==> src/design/assert_macros.svh <==
// Assertion macros for the design files; only odometry_pose_integrator includes them.
`ifndef ASSERT_MACROS_SVH
`define ASSERT_MACROS_SVH

// Same-cycle implication, disabled while reset is asserted.
`define ASSERT_IMPL(label, clk, rst_n, ante, cons) \
    label: assert property (@(posedge clk) disable iff (!(rst_n)) (ante) |-> (cons)) \
        else $error("assertion failed: same-cycle implication");

// Next-cycle implication, disabled while reset is asserted.
`define ASSERT_NEXT(label, clk, rst_n, ante, cons) \
    label: assert property (@(posedge clk) disable iff (!(rst_n)) (ante) |=> (cons)) \
        else $error("assertion failed: next-cycle implication");

`endif

==> src/design/opi_pkg.sv <==
`default_nettype none

package opi_pkg;

    localparam int ANGLE_BITS = 32;
    localparam int STEPS      = ANGLE_BITS - 2;
    localparam int STEP_W     = $clog2(STEPS);

    localparam int POS_W  = 48;
    localparam int ACC_W  = POS_W + 2;
    localparam int ROT_W  = 49;
    localparam int ANG_W  = 34;
    localparam int IN_W   = 32;

    localparam logic signed [31:0] GAIN_Q31 = 32'sd1304065748;
    localparam logic [31:0] ANGLE_MASK = ~((32'd1 << (32 - ANGLE_BITS)) - 32'd1);

    localparam logic [2:0] REG_POS_DB    = 3'd0;
    localparam logic [2:0] REG_HEAD_DB   = 3'd1;
    localparam logic [2:0] REG_START_X   = 3'd2;
    localparam logic [2:0] REG_START_Y   = 3'd3;
    localparam logic [2:0] REG_START_HDG = 3'd4;

    localparam logic [15:0] POS_DB_RESET  = 16'd7;
    localparam logic [31:0] HEAD_DB_RESET = 32'd6835;

    typedef struct packed {
        logic [15:0]        position_dead_band;
        logic [31:0]        heading_dead_band;
        logic signed [31:0] start_x;
        logic signed [31:0] start_y;
        logic [31:0]        start_heading;
    } cfg_t;

    typedef struct packed {
        logic              latch;
        logic              load_start;
        logic              head;
        logic              mul_f;
        logic              mul_l;
        logic              quad;
        logic              rot;
        logic              acc;
        logic [STEP_W-1:0] step;
    } cmd_t;

    typedef struct packed {
        logic op;
        logic still;
    } sts_t;

    // Arctangent of 2^-i in 2^-32 turns.
    function automatic logic [29:0] atan_turns(input logic [4:0] idx);
        logic [29:0] r;
        unique case (idx)
            5'd0:  r = 30'd536870912;
            5'd1:  r = 30'd316933406;
            5'd2:  r = 30'd167458907;
            5'd3:  r = 30'd85004756;
            5'd4:  r = 30'd42667331;
            5'd5:  r = 30'd21354465;
            5'd6:  r = 30'd10680862;
            5'd7:  r = 30'd5340245;
            5'd8:  r = 30'd2670163;
            5'd9:  r = 30'd1335087;
            5'd10: r = 30'd667544;
            5'd11: r = 30'd333772;
            5'd12: r = 30'd166886;
            5'd13: r = 30'd83443;
            5'd14: r = 30'd41722;
            5'd15: r = 30'd20861;
            5'd16: r = 30'd10430;
            5'd17: r = 30'd5215;
            5'd18: r = 30'd2608;
            5'd19: r = 30'd1304;
            5'd20: r = 30'd652;
            5'd21: r = 30'd326;
            5'd22: r = 30'd163;
            5'd23: r = 30'd81;
            5'd24: r = 30'd41;
            5'd25: r = 30'd20;
            5'd26: r = 30'd10;
            5'd27: r = 30'd5;
            5'd28: r = 30'd3;
            5'd29: r = 30'd1;
            default: r = 30'd0;
        endcase
        return r;
    endfunction

endpackage

`default_nettype wire

==> src/design/odometry_pose_integrator.sv <==
// Channel   Direction  Word contents
// s_axis    in         tuser: op; tdata: delta_forward, delta_lateral, delta_heading
// m_axis    out        tdata: pose_x, pose_y, pose_heading, moved, saturated
// cfg       in         cfg_index selects the register, cfg_data holds the value
//
// A moving word passes through decode, heading add, two gain multiplies on one
// shared multiplier, quadrant fold, ANGLE_BITS-2 CORDIC iterations, accumulate, emit.
// A reload or a word inside the dead bands goes from decode straight to emit.
// A new input word is taken while the previous result waits in the output register.
// Reset clears the pose to zero and the registers to their defaults.
`default_nettype none
`include "assert_macros.svh"

module odometry_pose_integrator (
    input  wire logic         clk,
    input  wire logic         rst_n,
    input  wire logic         s_tvalid,
    output logic              s_tready,
    input  wire logic [95:0]  s_tdata,  // delta_forward, delta_lateral, delta_heading
    input  wire logic         s_tuser,  // op
    output logic              m_tvalid,
    input  wire logic         m_tready,
    output logic [135:0]      m_tdata,  // pose_x, pose_y, pose_heading, moved, saturated
    input  wire logic         cfg_we,
    input  wire logic [2:0]   cfg_index,
    input  wire logic [31:0]  cfg_data
);
    import opi_pkg::*;

    cfg_t           cfg_reg;
    cmd_t           cmd;
    sts_t           sts;
    logic           emit;
    logic           out_free;
    logic           m_tvalid_reg;
    logic [135:0]   m_tdata_reg;
    logic signed [47:0] pose_x, pose_y;
    logic [31:0]    pose_heading;
    logic           moved, saturated;

    always_ff @(posedge clk or negedge rst_n)
    begin
        if (!rst_n)
        begin
            cfg_reg.position_dead_band <= POS_DB_RESET;
            cfg_reg.heading_dead_band  <= HEAD_DB_RESET;
            cfg_reg.start_x            <= '0;
            cfg_reg.start_y            <= '0;
            cfg_reg.start_heading      <= '0;
        end
        else if (cfg_we)
        begin
            unique case (cfg_index)
                REG_POS_DB:    cfg_reg.position_dead_band <= cfg_data[15:0];
                REG_HEAD_DB:   cfg_reg.heading_dead_band  <= cfg_data;
                REG_START_X:   cfg_reg.start_x            <= cfg_data;
                REG_START_Y:   cfg_reg.start_y            <= cfg_data;
                REG_START_HDG: cfg_reg.start_heading      <= cfg_data;
                default:
                begin
                end
            endcase
        end
    end

    assign out_free = !m_tvalid_reg || m_tready;

    opi_ctrl u_ctrl (
        .clk      (clk),
        .rst_n    (rst_n),
        .in_valid (s_tvalid),
        .in_ready (s_tready),
        .out_free (out_free),
        .sts      (sts),
        .cmd      (cmd),
        .emit     (emit)
    );

    opi_datapath u_datapath (
        .clk          (clk),
        .rst_n        (rst_n),
        .cfg          (cfg_reg),
        .cmd          (cmd),
        .sts          (sts),
        .in_op        (s_tuser),
        .in_forward   (s_tdata[31:0]),
        .in_lateral   (s_tdata[63:32]),
        .in_heading   (s_tdata[95:64]),
        .pose_x       (pose_x),
        .pose_y       (pose_y),
        .pose_heading (pose_heading),
        .moved        (moved),
        .saturated    (saturated)
    );

    always_ff @(posedge clk or negedge rst_n)
    begin
        if (!rst_n)
        begin
            m_tvalid_reg <= 1'b0;
        end
        else if (emit)
        begin
            m_tvalid_reg <= 1'b1;
        end
        else if (m_tready)
        begin
            m_tvalid_reg <= 1'b0;
        end
    end

    always_ff @(posedge clk)
    begin
        if (emit)
        begin
            m_tdata_reg <= {6'd0, saturated, moved, pose_heading, pose_y, pose_x};
        end
    end

    assign m_tvalid = m_tvalid_reg;
    assign m_tdata  = m_tdata_reg;

    `ASSERT_NEXT(a_busy_after_accept, clk, rst_n, s_tvalid && s_tready, !s_tready)
    `ASSERT_IMPL(a_sat_needs_motion, clk, rst_n, m_tvalid, !m_tdata[129] || m_tdata[128])
    `ASSERT_IMPL(a_emit_has_room, clk, rst_n, emit, out_free)

endmodule

`default_nettype wire

==> src/design/opi_ctrl.sv <==
`default_nettype none

module opi_ctrl (
    input  wire logic          clk,
    input  wire logic          rst_n,
    input  wire logic          in_valid,
    output logic               in_ready,
    input  wire logic          out_free,
    input  wire opi_pkg::sts_t sts,
    output opi_pkg::cmd_t      cmd,
    output logic               emit
);
    import opi_pkg::*;

    typedef enum logic [8:0] {
        S_IDLE   = 9'b000000001,
        S_DECIDE = 9'b000000010,
        S_HEAD   = 9'b000000100,
        S_MULF   = 9'b000001000,
        S_MULL   = 9'b000010000,
        S_QUAD   = 9'b000100000,
        S_ROT    = 9'b001000000,
        S_ACC    = 9'b010000000,
        S_DONE   = 9'b100000000
    } state_t;

    state_t            state_reg, state_next;
    logic [STEP_W-1:0] step_reg, step_next;

    always_ff @(posedge clk or negedge rst_n)
    begin
        if (!rst_n)
        begin
            state_reg <= S_IDLE;
            step_reg  <= '0;
        end
        else
        begin
            state_reg <= state_next;
            step_reg  <= step_next;
        end
    end

    always_comb
    begin
        state_next = state_reg;
        step_next  = step_reg;
        cmd        = '0;
        cmd.step   = step_reg;
        emit       = 1'b0;
        in_ready   = 1'b0;
        unique case (state_reg)
            S_IDLE:
            begin
                in_ready = 1'b1;
                if (in_valid)
                begin
                    cmd.latch  = 1'b1;
                    state_next = S_DECIDE;
                end
            end
            S_DECIDE:
            begin
                if (sts.op)
                begin
                    cmd.load_start = 1'b1;
                    state_next     = S_DONE;
                end
                else if (sts.still)
                begin
                    state_next = S_DONE;
                end
                else
                begin
                    state_next = S_HEAD;
                end
            end
            S_HEAD:
            begin
                cmd.head   = 1'b1;
                state_next = S_MULF;
            end
            S_MULF:
            begin
                cmd.mul_f  = 1'b1;
                state_next = S_MULL;
            end
            S_MULL:
            begin
                cmd.mul_l  = 1'b1;
                state_next = S_QUAD;
            end
            S_QUAD:
            begin
                cmd.quad   = 1'b1;
                step_next  = '0;
                state_next = S_ROT;
            end
            S_ROT:
            begin
                cmd.rot = 1'b1;
                if (step_reg == STEP_W'(STEPS - 1))
                begin
                    state_next = S_ACC;
                end
                else
                begin
                    step_next = step_reg + 1'b1;
                end
            end
            S_ACC:
            begin
                cmd.acc    = 1'b1;
                state_next = S_DONE;
            end
            S_DONE:
            begin
                if (out_free)
                begin
                    emit       = 1'b1;
                    state_next = S_IDLE;
                end
            end
            default:
            begin
                state_next = S_IDLE;
            end
        endcase
    end

endmodule

`default_nettype wire

==> src/design/opi_datapath.sv <==
`default_nettype none

module opi_datapath (
    input  wire logic               clk,
    input  wire logic               rst_n,
    input  wire opi_pkg::cfg_t      cfg,
    input  wire opi_pkg::cmd_t      cmd,
    output opi_pkg::sts_t           sts,
    input  wire logic               in_op,
    input  wire logic signed [31:0] in_forward,
    input  wire logic signed [31:0] in_lateral,
    input  wire logic signed [31:0] in_heading,
    output logic signed [47:0]      pose_x,
    output logic signed [47:0]      pose_y,
    output logic [31:0]             pose_heading,
    output logic                    moved,
    output logic                    saturated
);
    import opi_pkg::*;

    logic                    op_reg;
    logic signed [IN_W-1:0]  f_reg, l_reg, dh_reg;
    logic signed [ROT_W-1:0] x_reg, x_next, y_reg, y_next;
    logic signed [ANG_W-1:0] z_reg, z_next;
    logic signed [POS_W-1:0] wx_reg, wx_next, wy_reg, wy_next;
    logic [31:0]             wh_reg, wh_next;
    logic                    moved_reg, moved_next, sat_reg, sat_next;

    logic [IN_W:0]           mag_f, mag_l, mag_h;
    logic signed [IN_W-1:0]  mul_a;
    logic signed [63:0]      prod, prod_rnd;
    logic signed [ROT_W-1:0] gained;
    logic [31:0]             hq, u;
    logic [1:0]              q;
    logic signed [ROT_W-1:0] sx, sy;
    logic signed [ANG_W-1:0] step_ang;
    logic signed [ROT_W-1:0] rx, ry;
    logic signed [ACC_W-1:0] sum_x, sum_y;
    logic                    ovf_x, ovf_y;
    logic signed [POS_W-1:0] cl_x, cl_y;

    function automatic logic [IN_W:0] magn(input logic signed [IN_W-1:0] v);
        logic signed [IN_W:0] e;
        e = {v[IN_W-1], v};
        return v[IN_W-1] ? (IN_W + 1)'(-e) : e;
    endfunction

    always_comb
    begin
        mag_f     = magn(f_reg);
        mag_l     = magn(l_reg);
        mag_h     = magn(dh_reg);
        sts.op    = op_reg;
        sts.still = (mag_f < {17'd0, cfg.position_dead_band})
                    && (mag_l < {17'd0, cfg.position_dead_band})
                    && (mag_h < {1'b0, cfg.heading_dead_band});
    end

    always_comb
    begin
        mul_a    = cmd.mul_l ? l_reg : f_reg;
        prod     = mul_a * GAIN_Q31;
        prod_rnd = prod + 64'sd16384;
        gained   = prod_rnd[63:15];
    end

    always_comb
    begin
        hq       = wh_reg & ANGLE_MASK;
        q        = 2'((hq + 32'h2000_0000) >> 30);
        u        = hq - {q, 30'd0};
        sx       = x_reg >>> cmd.step;
        sy       = y_reg >>> cmd.step;
        step_ang = $signed({{(ANG_W - 30){1'b0}}, atan_turns(5'(cmd.step))});
    end

    always_comb
    begin
        rx    = (x_reg + ROT_W'(32768)) >>> 16;
        ry    = (y_reg + ROT_W'(32768)) >>> 16;
        sum_x = ACC_W'(wx_reg) + ACC_W'(rx);
        sum_y = ACC_W'(wy_reg) + ACC_W'(ry);
        ovf_x = (sum_x[ACC_W-1:POS_W-1] != {(ACC_W - POS_W + 1){sum_x[ACC_W-1]}});
        ovf_y = (sum_y[ACC_W-1:POS_W-1] != {(ACC_W - POS_W + 1){sum_y[ACC_W-1]}});
        if (ovf_x)
        begin
            cl_x = sum_x[ACC_W-1] ? {1'b1, {(POS_W - 1){1'b0}}} : {1'b0, {(POS_W - 1){1'b1}}};
        end
        else
        begin
            cl_x = sum_x[POS_W-1:0];
        end
        if (ovf_y)
        begin
            cl_y = sum_y[ACC_W-1] ? {1'b1, {(POS_W - 1){1'b0}}} : {1'b0, {(POS_W - 1){1'b1}}};
        end
        else
        begin
            cl_y = sum_y[POS_W-1:0];
        end
    end

    always_comb
    begin
        x_next     = x_reg;
        y_next     = y_reg;
        z_next     = z_reg;
        wx_next    = wx_reg;
        wy_next    = wy_reg;
        wh_next    = wh_reg;
        moved_next = moved_reg;
        sat_next   = sat_reg;
        if (cmd.latch)
        begin
            moved_next = 1'b0;
            sat_next   = 1'b0;
        end
        if (cmd.load_start)
        begin
            wx_next = POS_W'(cfg.start_x);
            wy_next = POS_W'(cfg.start_y);
            wh_next = cfg.start_heading;
        end
        if (cmd.head)
        begin
            wh_next    = wh_reg + dh_reg;
            moved_next = 1'b1;
        end
        if (cmd.mul_f)
        begin
            x_next = gained;
        end
        if (cmd.mul_l)
        begin
            y_next = gained;
        end
        if (cmd.quad)
        begin
            z_next = ANG_W'($signed(u));
            unique case (q)
                2'd0:
                begin
                    x_next = x_reg;
                    y_next = y_reg;
                end
                2'd1:
                begin
                    x_next = -y_reg;
                    y_next = x_reg;
                end
                2'd2:
                begin
                    x_next = -x_reg;
                    y_next = -y_reg;
                end
                2'd3:
                begin
                    x_next = y_reg;
                    y_next = -x_reg;
                end
                default:
                begin
                    x_next = x_reg;
                    y_next = y_reg;
                end
            endcase
        end
        if (cmd.rot)
        begin
            if (!z_reg[ANG_W-1])
            begin
                x_next = x_reg - sy;
                y_next = y_reg + sx;
                z_next = z_reg - step_ang;
            end
            else
            begin
                x_next = x_reg + sy;
                y_next = y_reg - sx;
                z_next = z_reg + step_ang;
            end
        end
        if (cmd.acc)
        begin
            wx_next  = cl_x;
            wy_next  = cl_y;
            sat_next = ovf_x || ovf_y;
        end
    end

    always_ff @(posedge clk)
    begin
        if (cmd.latch)
        begin
            op_reg <= in_op;
            f_reg  <= in_forward;
            l_reg  <= in_lateral;
            dh_reg <= in_heading;
        end
        x_reg <= x_next;
        y_reg <= y_next;
        z_reg <= z_next;
    end

    always_ff @(posedge clk or negedge rst_n)
    begin
        if (!rst_n)
        begin
            wx_reg    <= '0;
            wy_reg    <= '0;
            wh_reg    <= '0;
            moved_reg <= 1'b0;
            sat_reg   <= 1'b0;
        end
        else
        begin
            wx_reg    <= wx_next;
            wy_reg    <= wy_next;
            wh_reg    <= wh_next;
            moved_reg <= moved_next;
            sat_reg   <= sat_next;
        end
    end

    assign pose_x       = wx_reg;
    assign pose_y       = wy_reg;
    assign pose_heading = wh_reg;
    assign moved        = moved_reg;
    assign saturated    = sat_reg;

endmodule

`default_nettype wire
==> config.mk <==
export PLATFORM = sky130hd
export DESIGN_NAME = odometry_pose_integrator
export DESIGN_NICKNAME = d
export VERILOG_FILES = /design/src/design/opi_pkg.sv /design/src/design/odometry_pose_integrator.sv /design/src/design/opi_ctrl.sv /design/src/design/opi_datapath.sv
export VERILOG_INCLUDE_DIRS = /design/src /design/src/design
export SDC_FILE = /design/constraint.sdc
export NUM_CORES = 2
export LEC_CHECK = 0
export BUFFER_PORTS_ARGS = -buffer_cell sky130_fd_sc_hd__buf_2
export CAP_MARGIN = 40
export CORE_MARGIN = 4
export CORE_UTILIZATION = 45
export CTS_CLUSTER_SIZE = 16
export DETAILED_ROUTE_END_ITERATION = 16
export GPL_TIMING_DRIVEN = 1
export SYNTH_ARGS = -nofsm -noshare
export SYNTH_HDL_FRONTEND = slang
export SYNTH_HIERARCHICAL = 1
export SYNTH_SLANG_ARGS = --single-unit
==> constraint.sdc <==
create_clock -name clk -period 10.2 [get_ports clk]
set_input_delay 2.04 -clock clk [delete_from_list [all_inputs] [get_ports clk]]
set_output_delay 2.04 -clock clk [all_outputs]
set_load 0.02 [all_outputs]
==> flow_summary_export.csv <==
group,metric,value,unit
status,status,"finished clean",
floorplan,ioPinCount,275,
detailed_routing,avgViaCountPerCell,6.05,
clock_network,clockRootBuffer,"clkbuf_16",
min_path,whs_path_depth,0,
clock_network,cts-buffers-inserted,80,
yosys,syn_inst,8494,
sta,timing.fmax,100,MHz
job,cap_viol_max_count,0,
detailed_routing,drc,0,
finish,syn2layout_area_growth,14.2,%
finish,nets,10241,
yosys,synthTopCellsByArea,"edfxtp_1, ha_1, fa_1, dfrtp_1, xnor2_1",
yosys,synth_warnings,6,
floorplan,die_area,0.181,mm²
floorplan,die_w,425,µm
yosys,synth_top_area_cell,"edfxtp_1",
clock_network,clock_path_buffers,3,
setup_path,max_stage_delay,0.58,ns
sta,drv_slew,0,
setup_path,path_max_fanout,7,
finish,drive_above_1_share,18.3,%
setup_path,r2r_slack,0.23,ns
global_route,gr-total-overflow,0,
setup_path,cp-end-kind,"flop",
sta,finalClockSkew,0.0888,ns
setup_path,reg2regPathDepth,36,
yosys,synth-seq-cells,648,
detailed_routing,vias,68760,
sta,setup_violations,0,
sta,holdWs,0.450,ns
yosys,synthFlopType,"edfxtp_1",
global_route,gr-usage-all-layers,31.9,%
placement,hpwl,235000,µm
sta,period_needed,9.97,ns
global_route,grt_pass1_vias,67820,
clock_network,htree_levels,3,
sta,max_slew_margin,35.4,%
detailed_routing,wl,295000,µm
detailed_routing,final_antenna_net_count,0,
placement,gp_congestion,1.02,
yosys,synth_edf_count,359,
detailed_routing,first_pass_iters,6,
yosys,avgSynthCellArea,9.22,µm²
clock_network,ctsHoldBuffers,0,
clock_network,clk_latency,0.76,ns
setup_path,critPathLaunchType,"flop",
yosys,synth_top_area_share,13.8,%
global_route,grt_max_degree,137,
global_route,grt_pass1_wl,437000,µm
clock_network,cts_tree,"yes",
setup_path,slowest_stage,"or4_4",
yosys,synthDistinctLibCells,106,
floorplan,dieHeight,425,µm
floorplan,floorplan.initialDensity,45.4,%
floorplan,core-area,0.172,mm²
yosys,ys_seq_area_share,23.0,%
setup_path,required,10.68,ns
detailed_routing,drt_iter0_drc,6639,
setup_path,criticalPathCategory,"reg2reg",
sta,tightest_slew,0.965,ns
floorplan,row_count,152,
setup_path,crit_arrival,10.45,ns
sta,hold_viol,0,
clock_network,clock_sinks,648,
clock_network,path_clk_slew,0.07,ns
yosys,synthArstFlopShare,44.6,%
placement,portBuffers,268,
min_path,holdCritPathClass,"reg2reg",
finish,largest_reg_flops,144,
detailed_routing,wl_per_cell,26.0,µm
global_route,antenna_found_initial,13,
yosys,synth_area,0.0783,mm²
sta,finalCritPeriodShare,97.7,%
synth_stat cells (49+ instances only):
| cell type | count |
|---|---|
| a211oi_1 | 89 |
| nand3_1 | 154 |
| nand4_1 | 69 |
| nor3_1 | 144 |
| a21o_1 | 201 |
| buf_2 | 51 |
| ha_1 | 704 |
| mux4_2 | 127 |
| nor2b_1 | 100 |
| nand2b_1 | 80 |
| a31oi_1 | 71 |
| o22ai_1 | 53 |
| fa_1 | 419 |
| a22oi_1 | 51 |
| a21oi_1 | 585 |
| inv_1 | 858 |
| and2_1 | 54 |
| o211ai_1 | 83 |
| mux2_2 | 168 |
| mux2i_1 | 229 |
| edfxtp_1 | 359 |
| nor2_1 | 498 |
| nand2_1 | 600 |
| mux2_4 | 90 |
| clkbuf_1 | 319 |
| o21ai_0 | 406 |
| o21a_1 | 57 |
| buf_1 | 49 |
| dfrtp_1 | 277 |
| and3_1 | 89 |
| xor2_1 | 311 |
| o21bai_1 | 62 |
| xnor2_1 | 446 |
area by class of cell:
cell class | instances | area (µm²)
Antenna cell | 9 | 22.5
Clock buffer | 96 | 2140
Clock inverter | 53 | 729
Fill cell | 15998 | 82900
Inverter | 862 | 3240
Multi-Input combinational cell | 6536 | 56400
Sequential cell | 648 | 18000
Tap cell | 2310 | 2890
Timing Repair Buffer | 853 | 5970
critical path, delay by kind of cell, from the launching register on:
| kind | cells | cell delay, ns |
|---|---|---|
| flip-flops | 1 | 0.41 |
| multiplexers | 1 | 0.36 |
| XOR/XNOR | 2 | 0.50 |
| AND/OR/NAND/NOR | 10 | 2.38 |
| AO/OA/AOI/OAI | 3 | 0.53 |
| buffers and inverters | 11 | 1.41 |
| adder cells (fa/ha/maj) | 9 | 4.12 |
cells by family (layout without fill, tap and decap cells):
logic type                 Yosys count  in the layout  share of synthesized area (%)
xor gates and xnor gates           757            757                           8.47
DFF                                648            648                           23.0
other                                1             15                        0.00479
adders and majority gates         1127           1127                           22.0
muxes                              614            614                           10.7
buffers and inverters             1315           1864                           6.61
AOI/OAI and AO/OA                 1999           1999                           16.4
and+or+nand+nor                   2033           2033                           12.7
through the flow:
step	setup slack [ns]	instance area [µm²]	instances	utilization, %	setup TNS, ns
floorplan	0.0143	78300	8499	-	0
global placement	-0.0106	84900	11171	49.3	-0.0165
detailed placement	-0.0445	85200	11187	49.4	-0.110
CTS	0.0175	88000	11336	51.1	0
global route	-0.0986	89400	11359	51.9	-0.932
finish	0.231	89400	11367	51.9	0
layout by cell type, fill, tap and decap left out, types with 53 or more instances in the layout:
cell and instances:
o21ai_0 396, o21a_1 57, o21bai_1 62, nand4_1 69
xnor2_1 438, mux2_2 148, nor3_1 140, nand2b_1 80
nor2_1 485, a21o_1 200, edfxtp_1 359, nand2_1 598
mux4_2 127, mux2i_1 226, mux2_4 110, a211oi_1 85
nand3_1 154, fa_1 401, ha_1 651, a21oi_1 566
buf_2 272, and3_1 84, buf_4 558, clkbuf_16 84
dfrtp_1 272, o22ai_1 53, nor2b_1 100, xor2_1 285
o211ai_1 83, inv_1 849, a31oi_1 71
metal layers:
| metal | track usage (%) | up-vias | share of wire [%] |
|---|---|---|---|
| met5 | 0 | - | 0.013 |
| met4 | 16.4 | 6 | 6.1 |
| met3 | 5.42 | 699 | 7.3 |
| met2 | 51.2 | 3043 | 46 |
| met1 | 41.5 | 33815 | 41 |
| li1 | - | 31197 | - |
worst paths after layout:
| kind | start | endpoint |
|---|---|---|
| worst max-delay path | u_ctrl/state_reg[0] | u_datapath/y_reg[42] |
| max in group asynchronous | rst_n | u_ctrl/step_reg[2] |
| worst min-delay path | u_datapath/pose_y[12] | m_tdata[60] |
| min in group asynchronous | rst_n | u_datapath/pose_y[31] |
| worst max register to register | u_ctrl/state_reg[0] | u_datapath/y_reg[42] |
| worst min register to register | u_datapath/pose_y[12] | m_tdata[60] |
timing repair:
action / 4_1_cts / 5_1_grt
setup buffers: 0 / 20
gates resized for setup: 3 / 229
pin swaps: 0 / 52
endpoints found under the hold margin: 0 / 0
setup endpoints to repair: 2 / 62
cloned: 0 / 2
Power is left out: the tool's default activity adds up to more than one toggle a clock period on the data nets, which glitch-free logic cannot reach.
